$ cat src/rtl/core/rpc_pkg.sv
// Shared constants, types and gain/arctangent tables for the rectangular/polar converter.
package rpc_pkg;

    localparam int ITERATIONS = 16;
    localparam int FRAC_BITS  = 16;
    localparam int GUARD      = 16;
    localparam int ANG_FRAC   = 30;
    localparam int TAB_LEN    = 30;
    localparam int NITER      = (ITERATIONS < TAB_LEN) ? ITERATIONS : TAB_LEN;

    localparam int OPD_W    = 31;
    localparam int RES_W    = 32;
    localparam int S_DATA_W = ((2 * OPD_W + 7) / 8) * 8;
    localparam int M_DATA_W = ((2 * RES_W + 7) / 8) * 8;

    // internal coordinate width: operand, guard bits and CORDIC growth
    localparam int XW    = OPD_W + GUARD + 3;
    localparam int ZW    = 34;
    localparam int ASH   = ANG_FRAC - FRAC_BITS;
    localparam int ZIN_W = OPD_W + ASH;
    localparam int IDX_W = $clog2(TAB_LEN);

    localparam int KW     = 30;
    localparam int KSPLIT = 15;
    localparam int PW     = XW + KSPLIT;

    localparam logic signed [ZW-1:0] PI_A      = ZW'(64'sd3373259426);
    localparam logic signed [ZW-1:0] HALF_PI_A = ZW'(64'sd1686629713);

    localparam logic KIND_R2P = 1'b0;
    localparam logic KIND_P2R = 1'b1;

    // arctan(2^-i), 30 fraction bits
    localparam logic [ANG_FRAC-1:0] ATAN_TAB [0:TAB_LEN-1] = '{
        843314857, 497837829, 263043837, 133525159, 67021687, 33543516,
        16775851, 8388437, 4194283, 2097149, 1048576, 524288, 262144, 131072,
        65536, 32768, 16384, 8192, 4096, 2048, 1024, 512, 256, 128, 64, 32,
        16, 8, 4, 2
    };

    // 1/prod(sqrt(1 + 2^-2i)), unsigned with 30 fraction bits, rounded to nearest
    function automatic logic [KW-1:0] gain_comp();
        logic [63:0] p;
        logic [63:0] pp;
        logic [63:0] res;
        logic [63:0] bit_v;
        logic [63:0] num;
        logic [63:0] rem;
        logic [63:0] q;
        p = 64'd1 << 60;
        for (int i = 0; i < NITER; i++) begin
            p = p + (p >> (2 * i));
        end
        pp    = p;
        res   = '0;
        bit_v = 64'd1 << 62;
        for (int j = 0; j < 32; j++) begin
            if (bit_v > pp) begin
                bit_v = bit_v >> 2;
            end
        end
        for (int j = 0; j < 32; j++) begin
            if (bit_v != 64'd0) begin
                if (pp >= res + bit_v) begin
                    pp  = pp - (res + bit_v);
                    res = (res >> 1) + bit_v;
                end else begin
                    res = res >> 1;
                end
                bit_v = bit_v >> 2;
            end
        end
        num = (64'd1 << 60) + (res >> 1);
        rem = '0;
        q   = '0;
        // restoring long division
        for (int j = 63; j >= 0; j--) begin
            rem = {rem[62:0], num[j]};
            if (rem >= res) begin
                rem  = rem - res;
                q[j] = 1'b1;
            end
        end
        return q[KW-1:0];
    endfunction

    localparam logic [KW-1:0]        GAIN_K = gain_comp();
    localparam logic [KW-KSPLIT-1:0] K_HI   = GAIN_K[KW-1:KSPLIT];
    localparam logic [KSPLIT-1:0]    K_LO   = GAIN_K[KSPLIT-1:0];

    typedef struct packed {
        logic                 kind;
        logic                 zero;
        logic signed [XW-1:0] x;
        logic signed [XW-1:0] y;
        logic signed [ZW-1:0] z;
    } item_t;

endpackage

$ cat src/rtl/core/rpc_gain.sv
// Three-stage CORDIC gain multiply on x, applied only to items of the selected kind.
module rpc_gain (
    input  logic           aclk,
    input  logic           aresetn,
    input  logic           i_en,
    input  logic           i_gain_kind,
    input  logic           i_valid,
    input  rpc_pkg::item_t i_item,
    output logic           o_valid,
    output rpc_pkg::item_t o_item
);

    localparam logic [rpc_pkg::PW-1:0] RND = rpc_pkg::PW'(2 ** (rpc_pkg::KSPLIT - 1));

    // stage 1: sign and magnitude
    logic                       s1_valid_reg;
    logic                       s1_neg_reg;
    logic                       s1_apply_reg;
    logic [rpc_pkg::XW-1:0]     s1_mag_reg;
    rpc_pkg::item_t             s1_item_reg;
    logic [rpc_pkg::XW-1:0]     mag_next;

    // stage 2: partial products against the split constant
    logic                       s2_valid_reg;
    logic                       s2_neg_reg;
    logic                       s2_apply_reg;
    logic [rpc_pkg::XW-1:0]     s2_mag_reg;
    logic [rpc_pkg::PW-1:0]     s2_hi_reg;
    logic [rpc_pkg::PW-1:0]     s2_lo_reg;
    rpc_pkg::item_t             s2_item_reg;
    logic [rpc_pkg::PW-1:0]     hi_next;
    logic [rpc_pkg::PW-1:0]     lo_next;

    // stage 3: combine, round, restore sign
    logic                       s3_valid_reg;
    rpc_pkg::item_t             s3_item_reg;
    rpc_pkg::item_t             s3_item_next;
    logic [rpc_pkg::PW:0]       sum;
    logic [rpc_pkg::XW-1:0]     res_mag;

    always_comb begin
        mag_next = i_item.x[rpc_pkg::XW-1] ? rpc_pkg::XW'(-i_item.x) : rpc_pkg::XW'(i_item.x);
        hi_next  = rpc_pkg::PW'(s1_mag_reg) * rpc_pkg::PW'(rpc_pkg::K_HI);
        lo_next  = rpc_pkg::PW'(s1_mag_reg) * rpc_pkg::PW'(rpc_pkg::K_LO);
        sum      = (rpc_pkg::PW+1)'(s2_hi_reg)
                 + (rpc_pkg::PW+1)'((s2_lo_reg + RND) >> rpc_pkg::KSPLIT)
                 + (rpc_pkg::PW+1)'(RND);
        res_mag  = s2_apply_reg ? rpc_pkg::XW'(sum >> rpc_pkg::KSPLIT) : s2_mag_reg;
        s3_item_next   = s2_item_reg;
        s3_item_next.x = s2_neg_reg ? -$signed(res_mag) : $signed(res_mag);
    end

    always_ff @(posedge aclk) begin
        if (!aresetn) begin
            s1_valid_reg <= 1'b0;
            s2_valid_reg <= 1'b0;
            s3_valid_reg <= 1'b0;
        end else if (i_en) begin
            s1_valid_reg <= i_valid;
            s2_valid_reg <= s1_valid_reg;
            s3_valid_reg <= s2_valid_reg;
        end
    end

    always_ff @(posedge aclk) begin
        if (i_en) begin
            s1_neg_reg   <= i_item.x[rpc_pkg::XW-1];
            s1_apply_reg <= (i_item.kind == i_gain_kind);
            s1_mag_reg   <= mag_next;
            s1_item_reg  <= i_item;
            s2_neg_reg   <= s1_neg_reg;
            s2_apply_reg <= s1_apply_reg;
            s2_mag_reg   <= s1_mag_reg;
            s2_hi_reg    <= hi_next;
            s2_lo_reg    <= lo_next;
            s2_item_reg  <= s1_item_reg;
            s3_item_reg  <= s3_item_next;
        end
    end

    assign o_valid = s3_valid_reg;
    assign o_item  = s3_item_reg;

endmodule

$ cat config.mk
export PLATFORM = sky130hd
export DESIGN_NAME = rpc_gain
export DESIGN_NICKNAME = d
export VERILOG_FILES = /design/src/rtl/core/rpc_pkg.sv /design/src/rtl/core/rpc_gain.sv
export SDC_FILE = /design/constraint.sdc
export NUM_CORES = 2
export LEC_CHECK = 0
export ABC_AREA = 1
export BUFFER_PORTS_ARGS = -buffer_cell sky130_fd_sc_hd__buf_2
export CAP_MARGIN = 10
export CORE_MARGIN = 3
export CORE_UTILIZATION = 50
export CTS_CLUSTER_SIZE = 12
export DETAILED_ROUTE_END_ITERATION = 8
export PLACE_DENSITY = 0.76
export SETUP_SLACK_MARGIN = 0.3
export SYNTH_ARGS = -nofsm -noshare
export SYNTH_HDL_FRONTEND = slang
export SYNTH_SLANG_ARGS = --single-unit
$ cat constraint.sdc
create_clock -name aclk -period 16.9 [get_ports aclk]
set_input_delay 3.38 -clock aclk [delete_from_list [all_inputs] [get_ports aclk]]
set_output_delay 3.38 -clock aclk [all_outputs]
set_load 0.05 [all_outputs]
==> run_results.csv <==
group,metric,value,unit
yosys,ys_ff_latch,527,
status,outcome,"complete, no violations",
drt,postRouteWirelength,156000,µm
sta,finClkSkew,49.1,ps
yosys,postSynthAreaPerCell,9.09,µm²
place,portBuffers,277,
drt,post-route-drc-count,0,
worst_setup_path,crit_path_max_fanout,9,
cts,clock_tree.buffer_depth,3,
yosys,yosys_warnings,0,
sta,slew_headroom,34.0,%
flow_run,maxCapViolCount,0,
drt,wl_per_cell,20.5,µm
yosys,synthSimpleGateAreaFrac,15.0,%
global_route,grt_start_max_net_pins,191,
place,routabilityCongestion,1.02,
yosys,synth_top_family_by_area,"adder cells",
yosys,synth_adder_area_share,34.7,%
cts,tritoncts,"yes",
cts,cts_setup_buffers,0,
yosys,synth_cell_types,58,
cts,cts-htree-levels,2,
cts,numCtsBuffers,60,
sta,holdWs,412,ps
global_route,gr-total-overflow,0,
floorplanning,io_pins,278,
floorplanning,die_h,332,µm
sta,slew_viol_final,0,
yosys,yosysTopAreaCell,"edfxtp_1",
yosys,netlist_instances,5840,
cts,cts_hold_buf,0,
worst_setup_path,critPathSlowestCell,"edfxtp_1",
global_route,grt_pass1_wl,239000,µm
layout,fillers,9385,
worst_setup_path,cpLargestDelayFamily,"adder cells",
worst_setup_path,cpPeakStageDelay,800,ps
sta,grt_setup_unrepaired,"false",
yosys,synth_nets,7091,
worst_setup_path,cp-end-kind,"register",
yosys,synth_top_area_share,29.6,%
floorplanning,core.rowCount,118,
worst_setup_path,worstPathArrival,7860,ps
layout,largest_reg_flops,136,
floorplanning,dieArea,110000,µm²
global_route,antenna_found_initial,5,
cts,clkTransAtPathRegs,60,ps
sta,layout_min_cycle_time,7400,ps
global_route,grt_pass1_vias,41100,
hold_path,hp-class,"register to register",
cts,root_buffer,"clkbuf_16",
yosys,synth_area_leaders,"edfxtp_1 (30%), fa_1 (23%), ha_1 (12%)",
worst_setup_path,cp-start-kind,"register",
yosys,synthMuxAreaShare,0,%
layout,final_common_cell,"inv_1",
layout,fin_util,55.6,%
layout,layout_common_cells,"inv_1 (1592), nand2_1 (973), fa_1 (605), edfxtp_1 (524), ha_1 (505)",
yosys,synth_area,53100,µm²
drt,num_vias,39900,
worst_setup_path,critPathKind,"register to register",
sta,finalSetupViolations,0,
sta,tightest_slew,990,ps
yosys,synth_compound_area_share,5.11,%
floorplanning,core_area,104000,µm²
sta,finalHoldViolCount,0,
floorplanning,initial_utilization,50.9,%
global_route,track_usage,28.5,%
drt,final_antenna_net_count,0,
drt,drt-initial-drc-count,3395,
cts,cts.sinks,527,
layout,drive_gt1_share,8.40,%
layout,finalNetCount,7420,
worst_setup_path,cp_num_buf_inv,5,
layout,area_growth,9.42,%
sta,setup_tns,0,ps
place,dp_hpwl,134000,µm
sta,period_share,43.8,%
yosys,synth_xor_area_share,3.76,%
cts,insertion_delay,690,ps
worst_setup_path,worstPathRequired,17370,ps
yosys,synth_seq_area_share,29.8,%
sta,fmax,135,MHz
floorplanning,die_w,332,µm
cts,cts_resized,0,
drt,via_per_inst,5.26,
drt,drt_pass1_iterations,7,
==> routing by layer <==
layer	vias up	global-route usage, %	routed length (µm)	part of all wire (%)
met5	-	0	30	0.019
met4	4	8.16	4840	3.1
met3	268	5.48	12900	8.3
met2	1573	46.2	71600	46
met1	19300	39.1	66300	43
li1	18800	-	-	-
==> final timing paths <==
path	start	endpoint	slack, ps	depth (start not counted)
worst max-delay path	s1_mag_reg[11]	s2_lo_reg[57]	9500	26
worst min-delay path	s2_item_reg[77]	o_item[77]	410	0
worst max register to register	s1_mag_reg[11]	s2_lo_reg[57]	9500	26
worst min register to register	s2_item_reg[77]	o_item[77]	410	0
==> cell families after synthesis <==
family,Yosys count
AOI/OAI and AO/OA,487
xor gates and xnor gates,228
adders and majority gates,1110
buffers and inverters,1645
DFF,527
and+or+nand+nor,1843
==> synthesized netlist by cell type (all sizes together) <==
library cell     n
a21boi           6
nor4            28
and2             9
dfxtp            3
o31a             1
nor4b            1
o21a             8
buf              9
clkinv           5
nand3b           9
a311oi           1
a21o             3
a211oi           2
nand2         1004
a211o            1
clkbuf          14
xor2           139
edfxtp         524
or2             26
a31oi           59
o31ai            7
a221oi           4
inv           1617
ha             505
and3             6
nand3          205
o2111ai          1
o211ai          14
a21oi          245
xnor2           89
a41oi            2
o221ai           3
nor3            76
o21ai          118
o21bai          11
fa             605
nand4           43
o311ai           1
nor2           435
nor3b            1
==> per-stage QoR <==
step	area, µm²	instances	setup WS (ps)
CTS	58100	7586	9580
finish	58100	7588	9500
global placement	56200	7487	9610
global route	58100	7586	9100
floorplan	53100	5840	10920
detailed placement	56200	7487	9570
==> layout make-up <==
cell class / instances / area, µm² / share of cell area (%)
clock buffers: 71 / 1540 / 2.66
well taps: 1380 / 1730 / 2.97
clock inverters: 28 / 308 / 0.530
flip-flops and latches: 527 / 15800 / 27.2
multi-input cells: 3668 / 31100 / 53.6
repair buffers: 290 / 1510 / 2.59
inverters: 1622 / 6090 / 10.5
diodes: 2 / 5.00 / 0.00862
Power is not shown: default switching activity piles up to over one toggle a cycle in this logic, so the estimate is an artifact.
