===== config.mk =====
export PLATFORM = sky130hd
export DESIGN_NAME = rpc_pre
export DESIGN_NICKNAME = d
export VERILOG_FILES = /design/src/rtl/core/rpc_pkg.sv /design/src/rtl/core/rpc_pre.sv
export SDC_FILE = /design/constraint.sdc
export NUM_CORES = 1
export LEC_CHECK = 0
export ABC_AREA = 1
export BUFFER_PORTS_ARGS = -buffer_cell sky130_fd_sc_hd__buf_2
export CAP_MARGIN = 20
export CORE_AREA = 5 5 123 149
export DETAILED_ROUTE_END_ITERATION = 8
export DIE_AREA = 0 0 128 154
export HOLD_SLACK_MARGIN = 0.06
export PLACE_DENSITY = 0.8
export SYNTH_ARGS = -nofsm -noshare
export SYNTH_HDL_FRONTEND = slang
export SYNTH_SLANG_ARGS = --single-unit

===== constraint.sdc =====
create_clock -name aclk -period 4.1 [get_ports aclk]
set_input_delay 0.41 -clock aclk [delete_from_list [all_inputs] [get_ports aclk]]
set_output_delay 0.41 -clock aclk [all_outputs]
set_load 0.02 [all_outputs]

===== src/rtl/core/rpc_pkg.sv =====
// Shared constants, types and gain/arctangent tables for the rectangular/polar converter.
package rpc_pkg;

    localparam int ITERATIONS = 16;
    localparam int FRAC_BITS  = 16;
    localparam int GUARD      = 16;
    localparam int ANG_FRAC   = 30;
    localparam int TAB_LEN    = 30;
    localparam int NITER      = (ITERATIONS < TAB_LEN) ? ITERATIONS : TAB_LEN;

    localparam int OPD_W    = 31;
    localparam int RES_W    = 32;
    localparam int S_DATA_W = ((2 * OPD_W + 7) / 8) * 8;
    localparam int M_DATA_W = ((2 * RES_W + 7) / 8) * 8;

    // internal coordinate width: operand, guard bits and CORDIC growth
    localparam int XW    = OPD_W + GUARD + 3;
    localparam int ZW    = 34;
    localparam int ASH   = ANG_FRAC - FRAC_BITS;
    localparam int ZIN_W = OPD_W + ASH;
    localparam int IDX_W = $clog2(TAB_LEN);

    localparam int KW     = 30;
    localparam int KSPLIT = 15;
    localparam int PW     = XW + KSPLIT;

    localparam logic signed [ZW-1:0] PI_A      = ZW'(64'sd3373259426);
    localparam logic signed [ZW-1:0] HALF_PI_A = ZW'(64'sd1686629713);

    localparam logic KIND_R2P = 1'b0;
    localparam logic KIND_P2R = 1'b1;

    // arctan(2^-i), 30 fraction bits
    localparam logic [ANG_FRAC-1:0] ATAN_TAB [0:TAB_LEN-1] = '{
        843314857, 497837829, 263043837, 133525159, 67021687, 33543516,
        16775851, 8388437, 4194283, 2097149, 1048576, 524288, 262144, 131072,
        65536, 32768, 16384, 8192, 4096, 2048, 1024, 512, 256, 128, 64, 32,
        16, 8, 4, 2
    };

    // 1/prod(sqrt(1 + 2^-2i)), unsigned with 30 fraction bits, rounded to nearest
    function automatic logic [KW-1:0] gain_comp();
        logic [63:0] p;
        logic [63:0] pp;
        logic [63:0] res;
        logic [63:0] bit_v;
        logic [63:0] num;
        logic [63:0] rem;
        logic [63:0] q;
        p = 64'd1 << 60;
        for (int i = 0; i < NITER; i++) begin
            p = p + (p >> (2 * i));
        end
        pp    = p;
        res   = '0;
        bit_v = 64'd1 << 62;
        for (int j = 0; j < 32; j++) begin
            if (bit_v > pp) begin
                bit_v = bit_v >> 2;
            end
        end
        for (int j = 0; j < 32; j++) begin
            if (bit_v != 64'd0) begin
                if (pp >= res + bit_v) begin
                    pp  = pp - (res + bit_v);
                    res = (res >> 1) + bit_v;
                end else begin
                    res = res >> 1;
                end
                bit_v = bit_v >> 2;
            end
        end
        num = (64'd1 << 60) + (res >> 1);
        rem = '0;
        q   = '0;
        // restoring long division
        for (int j = 63; j >= 0; j--) begin
            rem = {rem[62:0], num[j]};
            if (rem >= res) begin
                rem  = rem - res;
                q[j] = 1'b1;
            end
        end
        return q[KW-1:0];
    endfunction

    localparam logic [KW-1:0]        GAIN_K = gain_comp();
    localparam logic [KW-KSPLIT-1:0] K_HI   = GAIN_K[KW-1:KSPLIT];
    localparam logic [KSPLIT-1:0]    K_LO   = GAIN_K[KSPLIT-1:0];

    typedef struct packed {
        logic                 kind;
        logic                 zero;
        logic signed [XW-1:0] x;
        logic signed [XW-1:0] y;
        logic signed [ZW-1:0] z;
    } item_t;

endpackage


===== src/rtl/core/rpc_pre.sv =====
// Input stage: scaling, left-half-plane fold and angle clamp/quadrant fold.
module rpc_pre (
    input  logic                             aclk,
    input  logic                             aresetn,
    input  logic                             i_en,
    input  logic                             i_valid,
    input  logic                             i_kind,
    input  logic signed [rpc_pkg::OPD_W-1:0] i_first,
    input  logic signed [rpc_pkg::OPD_W-1:0] i_second,
    output logic                             o_valid,
    output rpc_pkg::item_t                   o_item
);

    logic signed [rpc_pkg::XW-1:0]    xs;
    logic signed [rpc_pkg::XW-1:0]    ys;
    logic signed [rpc_pkg::ZIN_W-1:0] zb;
    logic signed [rpc_pkg::ZW-1:0]    zcl;
    logic                             valid_reg;
    rpc_pkg::item_t                   item_reg;
    rpc_pkg::item_t                   item_next;

    always_comb begin
        xs  = rpc_pkg::XW'(i_first) <<< rpc_pkg::GUARD;
        ys  = rpc_pkg::XW'(i_second) <<< rpc_pkg::GUARD;
        zb  = rpc_pkg::ZIN_W'(i_second) <<< rpc_pkg::ASH;
        if (zb > rpc_pkg::ZIN_W'(rpc_pkg::PI_A)) begin
            zcl = rpc_pkg::PI_A;
        end else if (zb < -rpc_pkg::ZIN_W'(rpc_pkg::PI_A)) begin
            zcl = -rpc_pkg::PI_A;
        end else begin
            zcl = rpc_pkg::ZW'(zb);
        end

        item_next.kind = i_kind;
        item_next.zero = 1'b0;
        item_next.x    = xs;
        item_next.y    = '0;
        item_next.z    = '0;
        if (i_kind == rpc_pkg::KIND_R2P) begin
            item_next.zero = (i_first == '0) && (i_second == '0);
            item_next.y    = ys;
            // left half plane: turn by pi first
            if (i_first[rpc_pkg::OPD_W-1]) begin
                item_next.x = -xs;
                item_next.y = -ys;
                item_next.z = i_second[rpc_pkg::OPD_W-1] ? -rpc_pkg::PI_A : rpc_pkg::PI_A;
            end
        end else begin
            // fold the angle into -pi/2..pi/2, negating the radius
            if (zcl > rpc_pkg::HALF_PI_A) begin
                item_next.z = zcl - rpc_pkg::PI_A;
                item_next.x = -xs;
            end else if (zcl < -rpc_pkg::HALF_PI_A) begin
                item_next.z = zcl + rpc_pkg::PI_A;
                item_next.x = -xs;
            end else begin
                item_next.z = zcl;
            end
        end
    end

    always_ff @(posedge aclk) begin
        if (!aresetn) begin
            valid_reg <= 1'b0;
        end else if (i_en) begin
            valid_reg <= i_valid;
        end
    end

    always_ff @(posedge aclk) begin
        if (i_en) begin
            item_reg <= item_next;
        end
    end

    assign o_valid = valid_reg;
    assign o_item  = item_reg;

endmodule


==> out/metrics.csv, run 1 <==
metric,value,unit
status,"complete, no violations",
ant_nets,0,
ys_seq_elements,97,
p_leak,3.889,nW
finalMaxSlewViolations,0,
holdPathStages,1,
detail_route.wirelength,22720,microns
die_x,128,microns
dpl_worst_slack,0.5774,ns
tightest_slew,0.6340,ns
final_cell_area,8503,sq um
fin_nets,1213,
finalCritPeriodShare,77.70,%
layout_commonest_cell,nand2_1,
final_cell_mix,"196 x nand2_1, 169 x buf_2, 126 x nor2_1",
setup_viol,0,
hold_class,in -> reg,
powerDensity,336.7,nW/um^2
drt_iter0_drc,652,
ys_seq_area_share,39.36,%
grt_first_pass_wirelength,35140,microns
gp_congestion,0.9832,
hold_violations,0,
core,16660,sq um
synth_ff_type,edfxtp_1,
grt_pass1_vias,6824,
ys_types,47,
cap_violations,0,
drt-pass1-iter-count,7,
vias_per_cell,5.411,
finClkSkew,0,ns
start_kind,primary input,
cts_buffer_depth,2,
arrival,3.29,ns
rrSetupSlack,3.45,ns
grt_max_degree,99,
max_freq,0.3139,GHz
cts_tree,done,
hold_end,o_item[100]$_DFFE_PP_,
synth.cell_area,7375,sq um
netlist_instances,993,
worst_slack,0.9144,ns
yosys_warnings,0,
row_count,52,
pin_count,204,
async_flop_share,0,%
post-route-drc-count,0,
cts.htree.levels,3,
clk_latency,0.35,ns
timing.rr.start,o_valid$_SDFFE_PN0P_,
dieHeight,154,microns
wl_per_cell,16.68,microns
finalSetupTns,0,ns
post_cts_buffers,0,
postPlaceCellArea,8190,sq um
dp.cells,1345,
overflow,0,
rsz0062_at_grt,false,
crit_fanout,41,
cts-resized-gates,0,
die_area,19710,sq um
crit_type,in -> reg,
cts_hold_buf,0,
io_buffer_count,170,
syn_to_final_growth,15.30,%
vias,7370,
antenna_found_initial,1,
grt_usage,22.32,%
dp_hpwl,17040,microns
clk_pin_slew,0.07,ns
r2r-end,o_valid$_SDFFE_PN0P_,
start_util,44.28,%
rr_worst_depth,2,
holdCritStartpoint,i_first[0],
peakVddDrop,0.1883,mV
critPathLaunch,i_second[30],
slew_headroom,57.74,%
numCtsBuffers,9,
drive_above_1_share,20.26,%
period_needed,3.186,ns
synth-edff-count,96,
syn_avg_cell_area,7.427,sq um
stdcell_count,1362,
end_kind,flop,
clock_sinks,97,
cts_root_buf,clkbuf_16,
required,4.21,ns
-- registers in the layout, summed over array words and instances (netlist names) --
| signal | count |
|---|---|
| o_item | 96 |
| o_valid | 1 |
-- cells by family after synthesis --
group / synth area share [%]
adders and majority gates: 1.018
xor gates and xnor gates: 3.088
DFF: 39.36
other: 0.05085
and+or+nand+nor: 29.03
buffers and inverters: 13.22
AOI/OAI and AO/OA: 14.23
-- per-stage QoR --
stage	power [W]	util (%)	hold WS [ns]
after CTS	0.002870	51.04	0.2501
final	0.002863	51.05	0.2535
after detailed placement	0.001977	49.17	0.5398
after global placement	0.001968	49.17	0.5243
after floorplan	0.001745	-	0.5035
after global routing	0.002988	51.05	0.2506
-- critical path, stage by stage --
cell,delay (ns)
buf_2,0.24
inv_2,0.18
nor3_1,0.26
nand2_1,0.08
nor2_1,0.11
nand2_1,0.09
nand3_4,0.25
nand2_1,0.29
nor2_1,0.15
nand2_1,0.07
nor2_2,0.15
nand3_1,0.15
nand4_2,0.15
nand2_4,0.27
o21ai_2,0.31
o21ai_1,0.10
-- per-layer routing --
| metal | track usage [%] | part of all wire, % |
|---|---|---|
| met5 | 0 | 0 |
| met4 | 8.089 | 3.0 |
| met3 | 4.823 | 9.9 |
| met2 | 39.44 | 51 |
| met1 | 26.41 | 36 |
-- how the worst max path moves through the flow --
stage	to	slack (ns)	cells after the start
after detailed placement	o_item[130]$_DFFE_PP_	0.58	16
after global routing	o_item[112]$_DFFE_PP_	0.58	17
after global placement	o_item[131]$_DFFE_PP_	0.64	16
after floorplan	o_item[132]$_DFFE_PP_	1.56	20
after CTS	o_item[132]$_DFFE_PP_	0.94	16
final	o_item[130]$_DFFE_PP_	0.91	16
-- cell usage after synthesis (3+ instances only) --
master    number  share of area [%]
inv_1        113                5.8
o22ai_1        4               0.34
a31oi_1        5               0.42
inv_2          9               0.46
ha_1           6                1.0
xnor2_1        3               0.36
buf_4         42                4.3
a22oi_1       23                2.3
clkbuf_1      17               0.87
nor2_4         4               0.61
o211ai_1       4               0.41
edfxtp_1      96                 39
nand3_1       63                4.3
nor2_1       128                6.5
o31ai_1        4               0.41
nand2_2        5               0.42
a21oi_1       45                3.1
nand2_4        3               0.46
nand2_1      196                 10
o21ai_0       58                3.9
xor2_1        23                2.7
nor4_1         4               0.34
buf_6          9                1.4
nand4_1       15                1.3
buf_1          4               0.20
nor2_2         7               0.59
o21ai_1       37                2.5
nor3_1        42                2.9
-- power by group --
group	total [W]	internal [W]	switching (W)
Combinational	0.000728	0.000206	0.000522
Sequential	0.00123	0.00120	0.0000275
Clock	0.000904	0.000528	0.000375
-- area by class of cell --
type	count	area [sq um]
Clock buffer	9	225.2
Clock inverter	7	85.08
Antenna cell	1	2.502
Tap cell	216	270.3
Timing Repair Buffer	178	925.9
Multi-Input combinational cell	731	3622
Inverter	123	469.2
Fill cell	1683	8153
Sequential cell	97	2903
(Power assumes the default switching activity.)
==> inputs of run 2 (changes only) <==
Clock period 4.1 ns to 3.3 ns, I/O delays scaled along.
==> run 2 against run 1 <==
Non-clock buffer count grew 8. Sequential power grew 24%. Clock power grew 5.0%. Critical path type unchanged.
==> out/metrics.csv, run 2 (synthesis results as in run 1) <==
metric,value,unit
finalSetupTns,0,ns
grt_usage,20.99,%
gp_congestion,0.9438,
antenna_found_initial,2,
start_kind,primary input,
status,"complete, no violations",
row_count,52,
dieHeight,154,microns
slowest_delay,0.37,ns
final_cell_mix,"196 x nand2_1, 169 x buf_2, 126 x nor2_1",
powerDensity,396.0,nW/um^2
arrival,2.92,ns
die_area,19710,sq um
rsz0062_at_grt,false,
p_leak,3.898,nW
pin_count,204,
start_util,44.28,%
io_buffer_count,170,
end_kind,flop,
dpl_worst_slack,0.1748,ns
die_x,128,microns
grt_pass1_vias,6693,
drive_above_1_share,20.56,%
setup_viol,0,
top_layer,met4,
finClkSkew,0,ns
cap_violations,0,
nFillCells,1671,
hold_end,o_item[100]$_DFFE_PP_,
drt_iter0_drc,531,
period_needed,2.816,ns
crit_fanout,41,
worst_slack,0.4841,ns
met3WireLength,1957,microns
r2r-end,o_valid$_SDFFE_PN0P_,
tightest_slew,0.6080,ns
cts-resized-gates,0,
numCtsBuffers,9,
cts_tree,done,
cts_buffer_depth,2,
holdCritStartpoint,i_first[0],
ant_nets,0,
cts_root_buf,clkbuf_16,
core,16660,sq um
layout_commonest_cell,nand2_1,
vias,7192,
wl_per_cell,15.47,microns
clk_latency,0.35,ns
fin_nets,1221,
overflow,0,
timing.rr.start,o_valid$_SDFFE_PN0P_,
slowest_stage,nand2_4,
peakVddDrop,0.2167,mV
crit_path_cell_trace,buf_2 -> nor2_1 -> nand3_1 -> nor2_1 -> nand3_2 -> nand2_4 -> nand2_1 -> nand2_1 -> nand3_1 -> nor2_1 -> nand2_1 -> nand2_1 -> nand2_4 -> nand2_4 -> inv_8 -> nor2_1 -> o21ai_1,
grt_max_degree,99,
drt-pass1-iter-count,5,
holdPathStages,1,
finalMaxSlewViolations,0,
hold_violations,0,
rr_worst_depth,2,
max_freq,0.3551,GHz
multi_input_area,3622,sq um
detail_route.wirelength,21210,microns
hold_class,in -> reg,
clock_sinks,97,
cts_hold_buf,0,
syn_to_final_growth,15.42,%
crit_type,in -> reg,
rrSetupSlack,2.64,ns
post-route-drc-count,0,
cts.htree.levels,3,
clk_pin_slew,0.07,ns
required,3.41,ns
wl_met1,8158,microns
ff_latch_area,2903,sq um
largest_register_ffs,96,
slew_headroom,59.09,%
route.met2.wl,10470,microns
vias_per_cell,5.246,
grt_first_pass_wirelength,33430,microns
dp_hpwl,16070,microns
finalCritPeriodShare,85.33,%
post_cts_buffers,0,
[run 2: how the worst max path moves through the flow]
stage	start	end	slack [ns]	depth (start not counted)
after detailed placement	i_second[1]	o_item[115]$_DFFE_PP_	0.17	19
after CTS	i_second[20]	o_item[124]$_DFFE_PP_	0.54	17
after global routing	i_second[1]	o_item[80]$_SDFFCE_PP0P_	0.08	13
final	i_second[20]	o_item[115]$_DFFE_PP_	0.48	17
after floorplan	i_first[0]	o_item[132]$_DFFE_PP_	0.84	20
after global placement	i_first[0]	o_item[132]$_DFFE_PP_	0.22	21
[run 2: critical path: cells and delay by family]
kind                   cells  cell delay (ns)
AND/OR/NAND/NOR           14             2.17
AO/OA/AOI/OAI              1             0.08
buffers and inverters      2             0.28
[run 2: per-stage QoR]
step                      total power, W  std cells  hold slack, ns  area [sq um]  utilization (%)
after floorplan                 0.002168       1025          0.4235          7495                -
after global placement          0.002438       1353          0.5231          8250            49.53
after detailed placement        0.002450       1353          0.5448          8250            49.53
after CTS                       0.003391       1369          0.1775          8507            51.07
after global routing            0.003531       1371          0.1794          8512            51.10
final                           0.003371       1371          0.1827          8512            51.10
[run 2: area by class of cell]
class	count	share of cell area [%]
Multi-Input combinational cell	731	42.55
Sequential cell	97	34.10
Timing Repair Buffer	186	11.58
Inverter	123	5.512
Tap cell	216	3.175
Clock buffer	12	2.778
Clock inverter	4	0.2352
Antenna cell	2	0.05880
[run 2: where the power goes]
part | total [W] | switching, W | internal [W]
logic | 0.000894 | 0.000631 | 0.000263
registers | 0.00153 | 0.0000318 | 0.00150
clock network | 0.000949 | 0.000443 | 0.000506
total | 0.00337 | 0.00111 | 0.00226
[run 2: routing by layer]
metal,up-vias,track usage [%]
met5,-,0
met4,0,8.797
met3,38,4.198
met2,313,36.05
met1,3249,25.45
li1,3592,-
