## src/rtl/core/rpc_pkg.sv

```systemverilog
// Shared constants, types and gain/arctangent tables for the rectangular/polar converter.
package rpc_pkg;

    localparam int ITERATIONS = 16;
    localparam int FRAC_BITS  = 16;
    localparam int GUARD      = 16;
    localparam int ANG_FRAC   = 30;
    localparam int TAB_LEN    = 30;
    localparam int NITER      = (ITERATIONS < TAB_LEN) ? ITERATIONS : TAB_LEN;

    localparam int OPD_W    = 31;
    localparam int RES_W    = 32;
    localparam int S_DATA_W = ((2 * OPD_W + 7) / 8) * 8;
    localparam int M_DATA_W = ((2 * RES_W + 7) / 8) * 8;

    // internal coordinate width: operand, guard bits and CORDIC growth
    localparam int XW    = OPD_W + GUARD + 3;
    localparam int ZW    = 34;
    localparam int ASH   = ANG_FRAC - FRAC_BITS;
    localparam int ZIN_W = OPD_W + ASH;
    localparam int IDX_W = $clog2(TAB_LEN);

    localparam int KW     = 30;
    localparam int KSPLIT = 15;
    localparam int PW     = XW + KSPLIT;

    localparam logic signed [ZW-1:0] PI_A      = ZW'(64'sd3373259426);
    localparam logic signed [ZW-1:0] HALF_PI_A = ZW'(64'sd1686629713);

    localparam logic KIND_R2P = 1'b0;
    localparam logic KIND_P2R = 1'b1;

    // arctan(2^-i), 30 fraction bits
    localparam logic [ANG_FRAC-1:0] ATAN_TAB [0:TAB_LEN-1] = '{
        843314857, 497837829, 263043837, 133525159, 67021687, 33543516,
        16775851, 8388437, 4194283, 2097149, 1048576, 524288, 262144, 131072,
        65536, 32768, 16384, 8192, 4096, 2048, 1024, 512, 256, 128, 64, 32,
        16, 8, 4, 2
    };

    // 1/prod(sqrt(1 + 2^-2i)), unsigned with 30 fraction bits, rounded to nearest
    function automatic logic [KW-1:0] gain_comp();
        logic [63:0] p;
        logic [63:0] pp;
        logic [63:0] res;
        logic [63:0] bit_v;
        logic [63:0] num;
        logic [63:0] rem;
        logic [63:0] q;
        p = 64'd1 << 60;
        for (int i = 0; i < NITER; i++) begin
            p = p + (p >> (2 * i));
        end
        pp    = p;
        res   = '0;
        bit_v = 64'd1 << 62;
        for (int j = 0; j < 32; j++) begin
            if (bit_v > pp) begin
                bit_v = bit_v >> 2;
            end
        end
        for (int j = 0; j < 32; j++) begin
            if (bit_v != 64'd0) begin
                if (pp >= res + bit_v) begin
                    pp  = pp - (res + bit_v);
                    res = (res >> 1) + bit_v;
                end else begin
                    res = res >> 1;
                end
                bit_v = bit_v >> 2;
            end
        end
        num = (64'd1 << 60) + (res >> 1);
        rem = '0;
        q   = '0;
        // restoring long division
        for (int j = 63; j >= 0; j--) begin
            rem = {rem[62:0], num[j]};
            if (rem >= res) begin
                rem  = rem - res;
                q[j] = 1'b1;
            end
        end
        return q[KW-1:0];
    endfunction

    localparam logic [KW-1:0]        GAIN_K = gain_comp();
    localparam logic [KW-KSPLIT-1:0] K_HI   = GAIN_K[KW-1:KSPLIT];
    localparam logic [KSPLIT-1:0]    K_LO   = GAIN_K[KSPLIT-1:0];

    typedef struct packed {
        logic                 kind;
        logic                 zero;
        logic signed [XW-1:0] x;
        logic signed [XW-1:0] y;
        logic signed [ZW-1:0] z;
    } item_t;

endpackage

```

## src/rtl/core/rpc_out.sv

```systemverilog
// Result rounding/saturation with output register and skid buffer.
module rpc_out (
    input  logic                            aclk,
    input  logic                            aresetn,
    input  logic                            i_valid,
    input  rpc_pkg::item_t                  i_item,
    output logic                            o_en,
    output logic                            m_tvalid,
    input  logic                            m_tready,
    output logic [rpc_pkg::M_DATA_W-1:0]    m_tdata
);

    localparam int TW = rpc_pkg::XW + 1;
    localparam logic signed [TW-1:0] CRND = TW'(2 ** (rpc_pkg::GUARD - 1));
    localparam logic signed [TW-1:0] SMAX = TW'((64'sd1 <<< (rpc_pkg::RES_W - 1)) - 64'sd1);
    localparam logic signed [TW-1:0] SMIN = TW'(-(64'sd1 <<< (rpc_pkg::RES_W - 1)));
    localparam logic signed [rpc_pkg::ZW-1:0] ARND = rpc_pkg::ZW'(2 ** (rpc_pkg::ASH - 1));

    logic signed [TW-1:0]             xt;
    logic signed [TW-1:0]             yt;
    logic signed [rpc_pkg::RES_W-1:0] xc;
    logic signed [rpc_pkg::RES_W-1:0] yc;
    logic signed [rpc_pkg::ZW-1:0]    zc;
    logic signed [rpc_pkg::ZW-1:0]    zt;
    logic signed [rpc_pkg::RES_W-1:0] ang;
    logic [rpc_pkg::RES_W-1:0]        first_res;
    logic [rpc_pkg::RES_W-1:0]        second_res;
    logic [rpc_pkg::M_DATA_W-1:0]     data_next;
    logic                             arrive;

    logic                             out_valid_reg;
    logic                             skid_valid_reg;
    logic [rpc_pkg::M_DATA_W-1:0]     out_data_reg;
    logic [rpc_pkg::M_DATA_W-1:0]     skid_data_reg;

    always_comb begin
        xt = (TW'(i_item.x) + CRND) >>> rpc_pkg::GUARD;
        yt = (TW'(i_item.y) + CRND) >>> rpc_pkg::GUARD;
        if (xt > SMAX) begin
            xc = rpc_pkg::RES_W'(SMAX);
        end else if (xt < SMIN) begin
            xc = rpc_pkg::RES_W'(SMIN);
        end else begin
            xc = rpc_pkg::RES_W'(xt);
        end
        if (yt > SMAX) begin
            yc = rpc_pkg::RES_W'(SMAX);
        end else if (yt < SMIN) begin
            yc = rpc_pkg::RES_W'(SMIN);
        end else begin
            yc = rpc_pkg::RES_W'(yt);
        end

        if (i_item.z > rpc_pkg::PI_A) begin
            zc = rpc_pkg::PI_A;
        end else if (i_item.z < -rpc_pkg::PI_A) begin
            zc = -rpc_pkg::PI_A;
        end else begin
            zc = i_item.z;
        end
        zt  = (zc + ARND) >>> rpc_pkg::ASH;
        ang = rpc_pkg::RES_W'(zt);

        if (i_item.kind == rpc_pkg::KIND_R2P) begin
            // origin gives zero radius and zero angle
            first_res  = i_item.zero ? '0 : xc;
            second_res = i_item.zero ? '0 : ang;
        end else begin
            first_res  = xc;
            second_res = yc;
        end
        data_next = rpc_pkg::M_DATA_W'({second_res, first_res});
    end

    assign o_en   = ~skid_valid_reg;
    assign arrive = i_valid & ~skid_valid_reg;

    always_ff @(posedge aclk) begin
        if (!aresetn) begin
            out_valid_reg  <= 1'b0;
            skid_valid_reg <= 1'b0;
        end else if (!out_valid_reg || m_tready) begin
            if (skid_valid_reg) begin
                out_valid_reg  <= 1'b1;
                skid_valid_reg <= 1'b0;
            end else begin
                out_valid_reg  <= arrive;
            end
        end else if (arrive) begin
            skid_valid_reg <= 1'b1;
        end
    end

    always_ff @(posedge aclk) begin
        if (!out_valid_reg || m_tready) begin
            out_data_reg <= skid_valid_reg ? skid_data_reg : data_next;
        end
        if (arrive && out_valid_reg && !m_tready) begin
            skid_data_reg <= data_next;
        end
    end

    assign m_tvalid = out_valid_reg;
    assign m_tdata  = out_data_reg;

endmodule

```

## config.mk

```make
export PLATFORM = sky130hd
export DESIGN_NAME = rpc_out
export DESIGN_NICKNAME = d
export VERILOG_FILES = /design/src/rtl/core/rpc_pkg.sv /design/src/rtl/core/rpc_out.sv
export SDC_FILE = /design/constraint.sdc
export NUM_CORES = 1
export LEC_CHECK = 0
export ABC_AREA = 1
export CORE_ASPECT_RATIO = 1.2
export CORE_MARGIN = 3
export CORE_UTILIZATION = 56
export DETAILED_ROUTE_END_ITERATION = 8
export DONT_BUFFER_PORTS = 1
export PLACE_DENSITY = 0.71
export SLEW_MARGIN = 20
export SYNTH_ARGS = -nofsm -noshare
export SYNTH_HDL_FRONTEND = slang
export SYNTH_SLANG_ARGS = --single-unit
```

## constraint.sdc

```tcl
create_clock -name aclk -period 17.5 [get_ports aclk]
set_input_delay 2.625 -clock aclk [delete_from_list [all_inputs] [get_ports aclk]]
set_output_delay 2.625 -clock aclk [all_outputs]
set_load 0.01 [all_outputs]
```

==> reports/metrics.cfg, run 1 <==
[synth]
synth.yosys.seq_area_share_pct = 44.7
netlist_instances = 1104
dominantRegCellSynth = edfxtp_1
ys_ff_latch = 130
mappedNetlistNets = 1248
mappedNetlistArea_um2 = 8690
synth_edf_count = 128
syn_avg_cell_area_um2 = 7.87
distinct_cell_type_count_of_the_synthesized_netlist = 51
ys_async_sr_fraction_pct = 0
synthesis.yosys.warnings = 0

[drt]
vias_per_std_cell = 5.39
wl_um = 21500
routedWlPerCell_um = 16.3
via_count = 7086
residual_drc = 0
antenna_violating_nets_post_route = 0
detail_route.iter0.violations = 531
detail_route.first_pass.iterations = 5

[final_layout]
fin_nets = 1241
areaGrowthSynthToFinish_pct = 8.60
layout.filler_cells = 1366
drive_gt1_share_pct = 9.82
end_of_flow_core_utilization_pct = 62.6
antenna_cells_inserted = 0

[die]
floorplan.initialDensity_pct = 57.6
dieArea_um2 = 17100
design.core.area_um2 = 15100
die_boundary_width_um = 120
placementRows = 49
io-pin-count = 206
die_height_um = 142

[timing]
finClkSkew_ns = 0.00790
relSlewSlack_pct = 42.5
finalHoldViolations = 0
fmax_ghz = 0.175
transition_time_at_the_pin_with_the_least_slew_margin_ns = 0.861
period_needed_ns = 5.72
worst_hold_slack_ns = 0.516
drv_slew = 0
final.period_utilization_pct = 32.7
grt_setup_unrepaired = no
report.final.setup_viol = 0
finalSetupTns_ns = 0
fin_ws_ns = 11.78

[global_routing]
grt_first_pass_wirelength_um = 34400
largest_net_degree_at_the_start_of_global_routing = 68
grt_remaining_overflow = 0
first_global_vias = 6842
antenna_found_initial = 0
groute.usage.overall_pct = 25.4

[clock_tree]
post_cts_buffers = 0
worstSkewPairLatency_ns = 0.41
cts_resized = 0
numClockSinks = 130
tritoncts_clock_tree = yes
cts_hold_buffers = 0
cts_root_buffer = clkbuf_16
cts_max_level = 4
inserted_clock_buffers = 17
cts.path.max_buffers = 2
cts_clk_pin_slew_worst_paths_ns = 0.06

[outcome]
run_status = finished clean

[hold_path]
hp-class = flip-flop to flip-flop

[place]
numPortBuffers = 0
place.gp.congestion = 0.949
detailedPlace.worstSlack_ns = 11.38
hpwl_um = 16400

[power_and_ir_drop]
leakagePower_nw = 4.12
power_density_over_cell_area_nw_per_um2 = 92.1
max-vdd-ir-drop_mv = 0.0634

[worst_setup_path]
worstSetupPathType = primary input to flip-flop
required_ns = 17.67
endpoint_kind = flip-flop
arrival_ns = 5.89
crit_path_max_fanout = 15
start_kind = primary input

[run]
cap_viol_max_count = 0

==> kinds of logic (layout without fill, tap and decap cells) <==
logic type / after synthesis / after routing / share of synthesized area (%)
compound gates: 100 / 100 / 8.18
xor+xnor: 55 / 55 / 5.63
fa+ha+maj: 4 / 4 / 0.576
buf+inv: 154 / 160 / 7.45
flops: 130 / 130 / 44.7
simple gates: 661 / 661 / 33.5
==> final timing paths <==
kind | start | endpoint | slack (ns) | cells past startpoint
worst max-delay path | i_item[1] | m_tdata[59]$_DFFE_PP_ | 11.78 | 19
worst min-delay path | skid_data_reg[7]$_DFFE_PP_ | m_tdata[7]$_DFFE_PP_ | 0.52 | 2
worst max register to register | skid_valid_reg$_SDFFE_PP0P_ | skid_data_reg[46]$_DFFE_PP_ | 14.69 | 5
worst min register to register | skid_data_reg[7]$_DFFE_PP_ | m_tdata[7]$_DFFE_PP_ | 0.52 | 2
==> cell type report <==
| type | count | area (um2) | share of cell area (%) |
|---|---|---|---|
| well taps | 204 | 255 | 2.71 |
| clock buffers | 17 | 425 | 4.51 |
| clock inverters | 15 | 198 | 2.10 |
| repair buffers | 5 | 37.5 | 0.398 |
| inverters | 123 | 462 | 4.89 |
| multi-input cells | 820 | 4170 | 44.2 |
| flip-flops and latches | 130 | 3880 | 41.2 |
==> metrics by stage <==
step,cell area [um2],total power (W),cells
after floorplan,8690,0.000479,1104
after global placement,8810,0.000502,1282
after detailed placement,8810,0.000504,1282
after CTS,9440,0.000872,1314
after global routing,9440,0.000904,1314
final,9440,0.000869,1314
==> placed cells by master, fill, tap and decap left out, types with 3 or more instances in the layout <==
cell / Yosys / final
a21oi_1: 20 / 20
a21oi_2: 8 / 8
and3_1: 3 / 3
buf_4: 4 / 5
bufinv_16: 0 / 3
clkbuf_16: 0 / 17
clkinv_4: 0 / 3
edfxtp_1: 128 / 128
ha_1: 4 / 4
inv_1: 116 / 115
inv_2: 6 / 7
inv_6: 0 / 4
inv_8: 0 / 3
nand2_1: 383 / 382
nand2_2: 8 / 8
nand3_1: 75 / 75
nand3_2: 9 / 9
nand3b_1: 3 / 3
nand4_1: 24 / 24
nor2_1: 102 / 101
nor2_2: 4 / 4
nor2_4: 4 / 5
nor3_1: 29 / 29
nor4_1: 7 / 7
o211ai_2: 5 / 5
o21a_1: 17 / 17
o21ai_0: 18 / 18
o21ai_1: 7 / 7
o21ai_2: 11 / 11
o21bai_1: 3 / 3
xnor2_1: 12 / 12
xor2_1: 42 / 42
==> power by group <==
group	total (W)	switching, W	internal [W]
Combinational	0.000104	0.0000721	0.0000323
Clock	0.000371	0.000142	0.000229
Sequential	0.000393	0.0000199	0.000374
Total	0.000869	0.000234	0.000635
==> synth_stat cells, types with 3 or more instances <==
| master | number | share of area [%] |
|---|---|---|
| a21oi_1 | 20 | 1.2 |
| nand2_2 | 8 | 0.58 |
| buf_4 | 4 | 0.35 |
| nand4_1 | 24 | 1.7 |
| and3_1 | 3 | 0.22 |
| nand3b_1 | 3 | 0.26 |
| ha_1 | 4 | 0.58 |
| o21ai_2 | 11 | 1.1 |
| nor2_2 | 4 | 0.29 |
| nand3_2 | 9 | 1.0 |
| buf_6 | 4 | 0.52 |
| inv_2 | 6 | 0.26 |
| a21oi_2 | 8 | 0.81 |
| nor2_1 | 102 | 4.4 |
| o21ai_0 | 18 | 1.0 |
| nor2_4 | 4 | 0.52 |
| buf_2 | 10 | 0.58 |
| nor3_1 | 29 | 1.7 |
| nand2_1 | 383 | 17 |
| o21bai_1 | 3 | 0.26 |
| o211ai_2 | 5 | 0.72 |
| edfxtp_1 | 128 | 44 |
| nor4_1 | 7 | 0.50 |
| clkbuf_1 | 9 | 0.39 |
| nand3_1 | 75 | 4.3 |
| xnor2_1 | 12 | 1.2 |
| o21ai_1 | 7 | 0.40 |
| o21a_1 | 17 | 1.5 |
| xor2_1 | 42 | 4.2 |
| inv_1 | 116 | 5.0 |
| buf_1 | 3 | 0.13 |
==> critical path, cell delays in order <==
cell and delay, ns:
a41oi_1 0.10, o21bai_1 0.14, a21oi_1 0.08, o21ai_0 0.15, a21oi_1 0.10, o22ai_1 0.13, a31oi_1 0.10, ha_1 0.43
inv_1 0.25, nand2_1 0.23, nand3_1 0.10, nor2_1 0.38, nand3_1 0.16, nor2_1 0.12, nand3_1 0.07, nand3_1 0.37
nand2_1 0.20, nand2_1 0.10, nand2_1 0.05
==> metal layers <==
| layer | vias up | track usage, % | routed length, um | part of all wire [%] |
|---|---|---|---|---|
| met1 | 3220 | 30.3 | 8550 | 40 |
| met5 | - | 0 | 0 | 0 |
| met4 | 0 | 7.48 | 361 | 1.7 |
| met2 | 224 | 46.0 | 11300 | 53 |
| met3 | 25 | 5.73 | 1280 | 6.0 |
| li1 | 3617 | - | - | - |
Power figures use the tool's default switching activity.
==> run 2, diff against run 1 <==
==> constraint.sdc (replaced) <==
create_clock -name aclk -period 5.3 [get_ports aclk]
set_input_delay 0.795 -clock aclk [delete_from_list [all_inputs] [get_ports aclk]]
set_output_delay 0.795 -clock aclk [all_outputs]
set_load 0.01 [all_outputs]
==> run 2 against run 1 <==
Effect of this change:
- non-clock buffer count up 1
- clock power increased to 3.2 times the previous value
- sequential power grew to 3.3 times the previous value
- setup slack lost 10 ns
==> reports/metrics.cfg, run 2 (synthesis results as in run 1) <==
[power_and_ir_drop]
comb_power_share_pct = 12.3  ; was 12.0%
leakagePower_nw = 4.10  ; was 4.12 nW
max-vdd-ir-drop_mv = 0.230  ; was 0.0634 mV
power_density_over_cell_area_nw_per_um2 = 300  ; was 92.1 nW/um2
p_clk_share_pct = 41.7  ; was 42.7%
power.switching_fraction_pct = 27.4  ; was 26.9%
p_seq_share_pct = 46.0  ; was 45.3%
power.internal_w = 0.00205  ; was 0.000635 W
power_switching_w = 0.000774  ; was 0.000234 W

[clock_tree]
tritoncts_clock_tree = yes  ; unchanged
cts.path.max_buffers = 2  ; unchanged
cts_clk_pin_slew_worst_paths_ns = 0.06  ; about the same
cts_resized = 0  ; unchanged
post_cts_buffers = 0  ; unchanged
cts_root_buffer = clkbuf_16  ; unchanged
worstSkewPairLatency_ns = 0.41  ; about the same
numClockSinks = 130  ; unchanged
inserted_clock_buffers = 17  ; unchanged
cts_hold_buffers = 0  ; unchanged
cts_max_level = 4  ; unchanged

[worst_setup_path]
crit_path_max_fanout = 15  ; unchanged
arrival_ns = 4.12  ; was 5.89 ns
critical-path-slowest-cell = o21ai_0  ; was ha_1
timing.critical_path.max_delay_family = compound AO/OA/AOI/OAI gates  ; was simple AND/OR/NAND/NOR gates
r2r-start = m_tvalid$_SDFFE_PN0P_  ; was skid_valid_reg$_SDFFE_PP0P_
endpoint_kind = flip-flop  ; unchanged
required_ns = 5.47  ; was 17.67 ns
cpMostUsedCell = nand2_1
worstSetupPathType = primary input to flip-flop  ; unchanged
critPathBufInv = 1  ; unchanged
cp-startpoint = i_item[1]  ; unchanged
start_kind = primary input  ; unchanged
path_cells = a41oi_1 > o21bai_1 > a21oi_1 > o21ai_0 > a21oi_1 > o22ai_1 > a31oi_1 > ha_1 > inv_1 > nand2_1 > o21ai_0 > nand3_1 > nor2_1 > nand3_1 > nand3_1 > nand2_1 > nand2_1 > nand2_1  ; was a41oi_1 > o21bai_1 > a21oi_1 > o21ai_0 > a21oi_1 > o22ai_1 > a31oi_1 > ha_1 > inv_1 > nand2_1 > nand3_1 > nor2_1 > nand3_1 > nor2_1 > nand3_1 > nand3_1 > nand2_1 > nand2_1 > nand2_1
cp_slowest_stage_delay_ns = 0.44  ; was 0.43 ns

[run]
cap_viol_max_count = 0  ; unchanged

[drt]
detail_route.iter0.violations = 501  ; was 531
vias_per_std_cell = 5.43  ; was 5.39
residual_drc = 0  ; unchanged
antenna_violating_nets_post_route = 0  ; unchanged
wl_um = 21600  ; was 21500 um
via_count = 7147  ; was 7086
routedWlPerCell_um = 16.4  ; was 16.3 um
detail_route.first_pass.iterations = 6  ; was 5

[final_layout]
mostFrequentLayoutCells = 382 x nand2_1, 128 x edfxtp_1, 115 x inv_1  ; unchanged
stdcell_area_um2 = 9410  ; was 9440 um2
fin_nets = 1242  ; was 1241
drive_gt1_share_pct = 9.81  ; was 9.82%
antenna_cells_inserted = 0  ; unchanged
mostFrequentLayoutCell = nand2_1  ; unchanged
areaGrowthSynthToFinish_pct = 8.32  ; was 8.60%

[timing]
finalSetupTns_ns = 0  ; unchanged
period_needed_ns = 3.95
fmax_ghz = 0.253
finalHoldViolations = 0  ; unchanged
relSlewSlack_pct = 43.4  ; was 42.5%
drv_slew = 0  ; unchanged
report.final.setup_viol = 0  ; unchanged
final.period_utilization_pct = 74.5
grt_setup_unrepaired = no  ; unchanged
transition_time_at_the_pin_with_the_least_slew_margin_ns = 0.847  ; was 0.861 ns
finClkSkew_ns = 0.00790  ; unchanged

[place]
postPlaceCellArea_um2 = 8810  ; about the same
numPortBuffers = 0  ; unchanged
place.gp.congestion = 0.946  ; was 0.949
hpwl_um = 16400  ; about the same

[hold_path]
worstHoldStart = skid_data_reg[35]$_DFFE_PP_  ; was skid_data_reg[7]$_DFFE_PP_
hp-class = flip-flop to flip-flop  ; unchanged

[global_routing]
antenna_found_initial = 0  ; unchanged
grt_remaining_overflow = 0  ; unchanged
grt_first_pass_wirelength_um = 34500  ; was 34400 um
groute.usage.overall_pct = 25.5  ; was 25.4%
largest_net_degree_at_the_start_of_global_routing = 67  ; was 68
first_global_vias = 6928  ; was 6842

[die]
placementRows = 49  ; unchanged
die_boundary_width_um = 120  ; unchanged
design.core.area_um2 = 15100  ; unchanged
die_height_um = 142  ; unchanged
io-pin-count = 206  ; unchanged
dieArea_um2 = 17100  ; unchanged
floorplan.initialDensity_pct = 57.6  ; unchanged

[outcome]
run_status = finished clean  ; unchanged

-- run 2: stage by stage --
| stage | setup WS [ns] | cells | total power [W] | util (%) | hold WS, ns |
|---|---|---|---|---|---|
| after floorplan | 0.377 | 1104 | 0.00158 | - | 0.494 |
| after global placement | 1.03 | 1283 | 0.00166 | 58.4 | 0.498 |
| after detailed placement | 0.997 | 1283 | 0.00167 | 58.4 | 0.502 |
| final | 1.35 | 1315 | 0.00282 | 62.4 | 0.513 |
| after global routing | 0.948 | 1315 | 0.00294 | 62.4 | 0.511 |
| after CTS | 1.43 | 1315 | 0.00284 | 62.4 | 0.505 |
-- run 2: cell type report --
type                            instances  area [um2]
Inverter                              123         462
Fill cell                            1416        5670
Multi-Input combinational cell        820        4170
Clock buffer                           17         425
Timing Repair Buffer                    6        45.0
Tap cell                              204         255
Clock inverter                         15         171
Sequential cell                       130        3880
-- run 2: worst min-delay path: cells and delay by family, from the launching register on --
family / cells / cell delay (ns)
AND/OR/NAND/NOR: 2 / 0.10
flip-flops: 1 / 0.31
-- run 2: path summary, 6_finish.rpt --
| path | to | slack, ns | cells after the start |
|---|---|---|---|
| min | m_tdata[35]$_DFFE_PP_ | 0.51 | 2 |
| max reg2reg | skid_data_reg[33]$_DFFE_PP_ | 3.22 | 3 |
| min reg2reg | m_tdata[35]$_DFFE_PP_ | 0.51 | 2 |
| max | m_tdata[60]$_DFFE_PP_ | 1.35 | 18 |
-- run 2: power by group through the flow --
stage / Combinational [W] / Clock (W) / Sequential, W
after floorplan: 0.000275 / 0 / 0.00130
after global placement: 0.000336 / 0 / 0.00132
after detailed placement: 0.000343 / 0 / 0.00132
after CTS: 0.000346 / 0.00119 / 0.00130
after global routing: 0.000396 / 0.00124 / 0.00131
final: 0.000346 / 0.00118 / 0.00130
-- run 2: per-layer routing --
metal	part of all wire, %	vias up	GRT usage, %
li1	-	3632	-
met1	40	3234	31.0
met2	51	236	44.4
met3	6.4	45	6.44
met4	2.8	0	8.99
met5	0	-	0
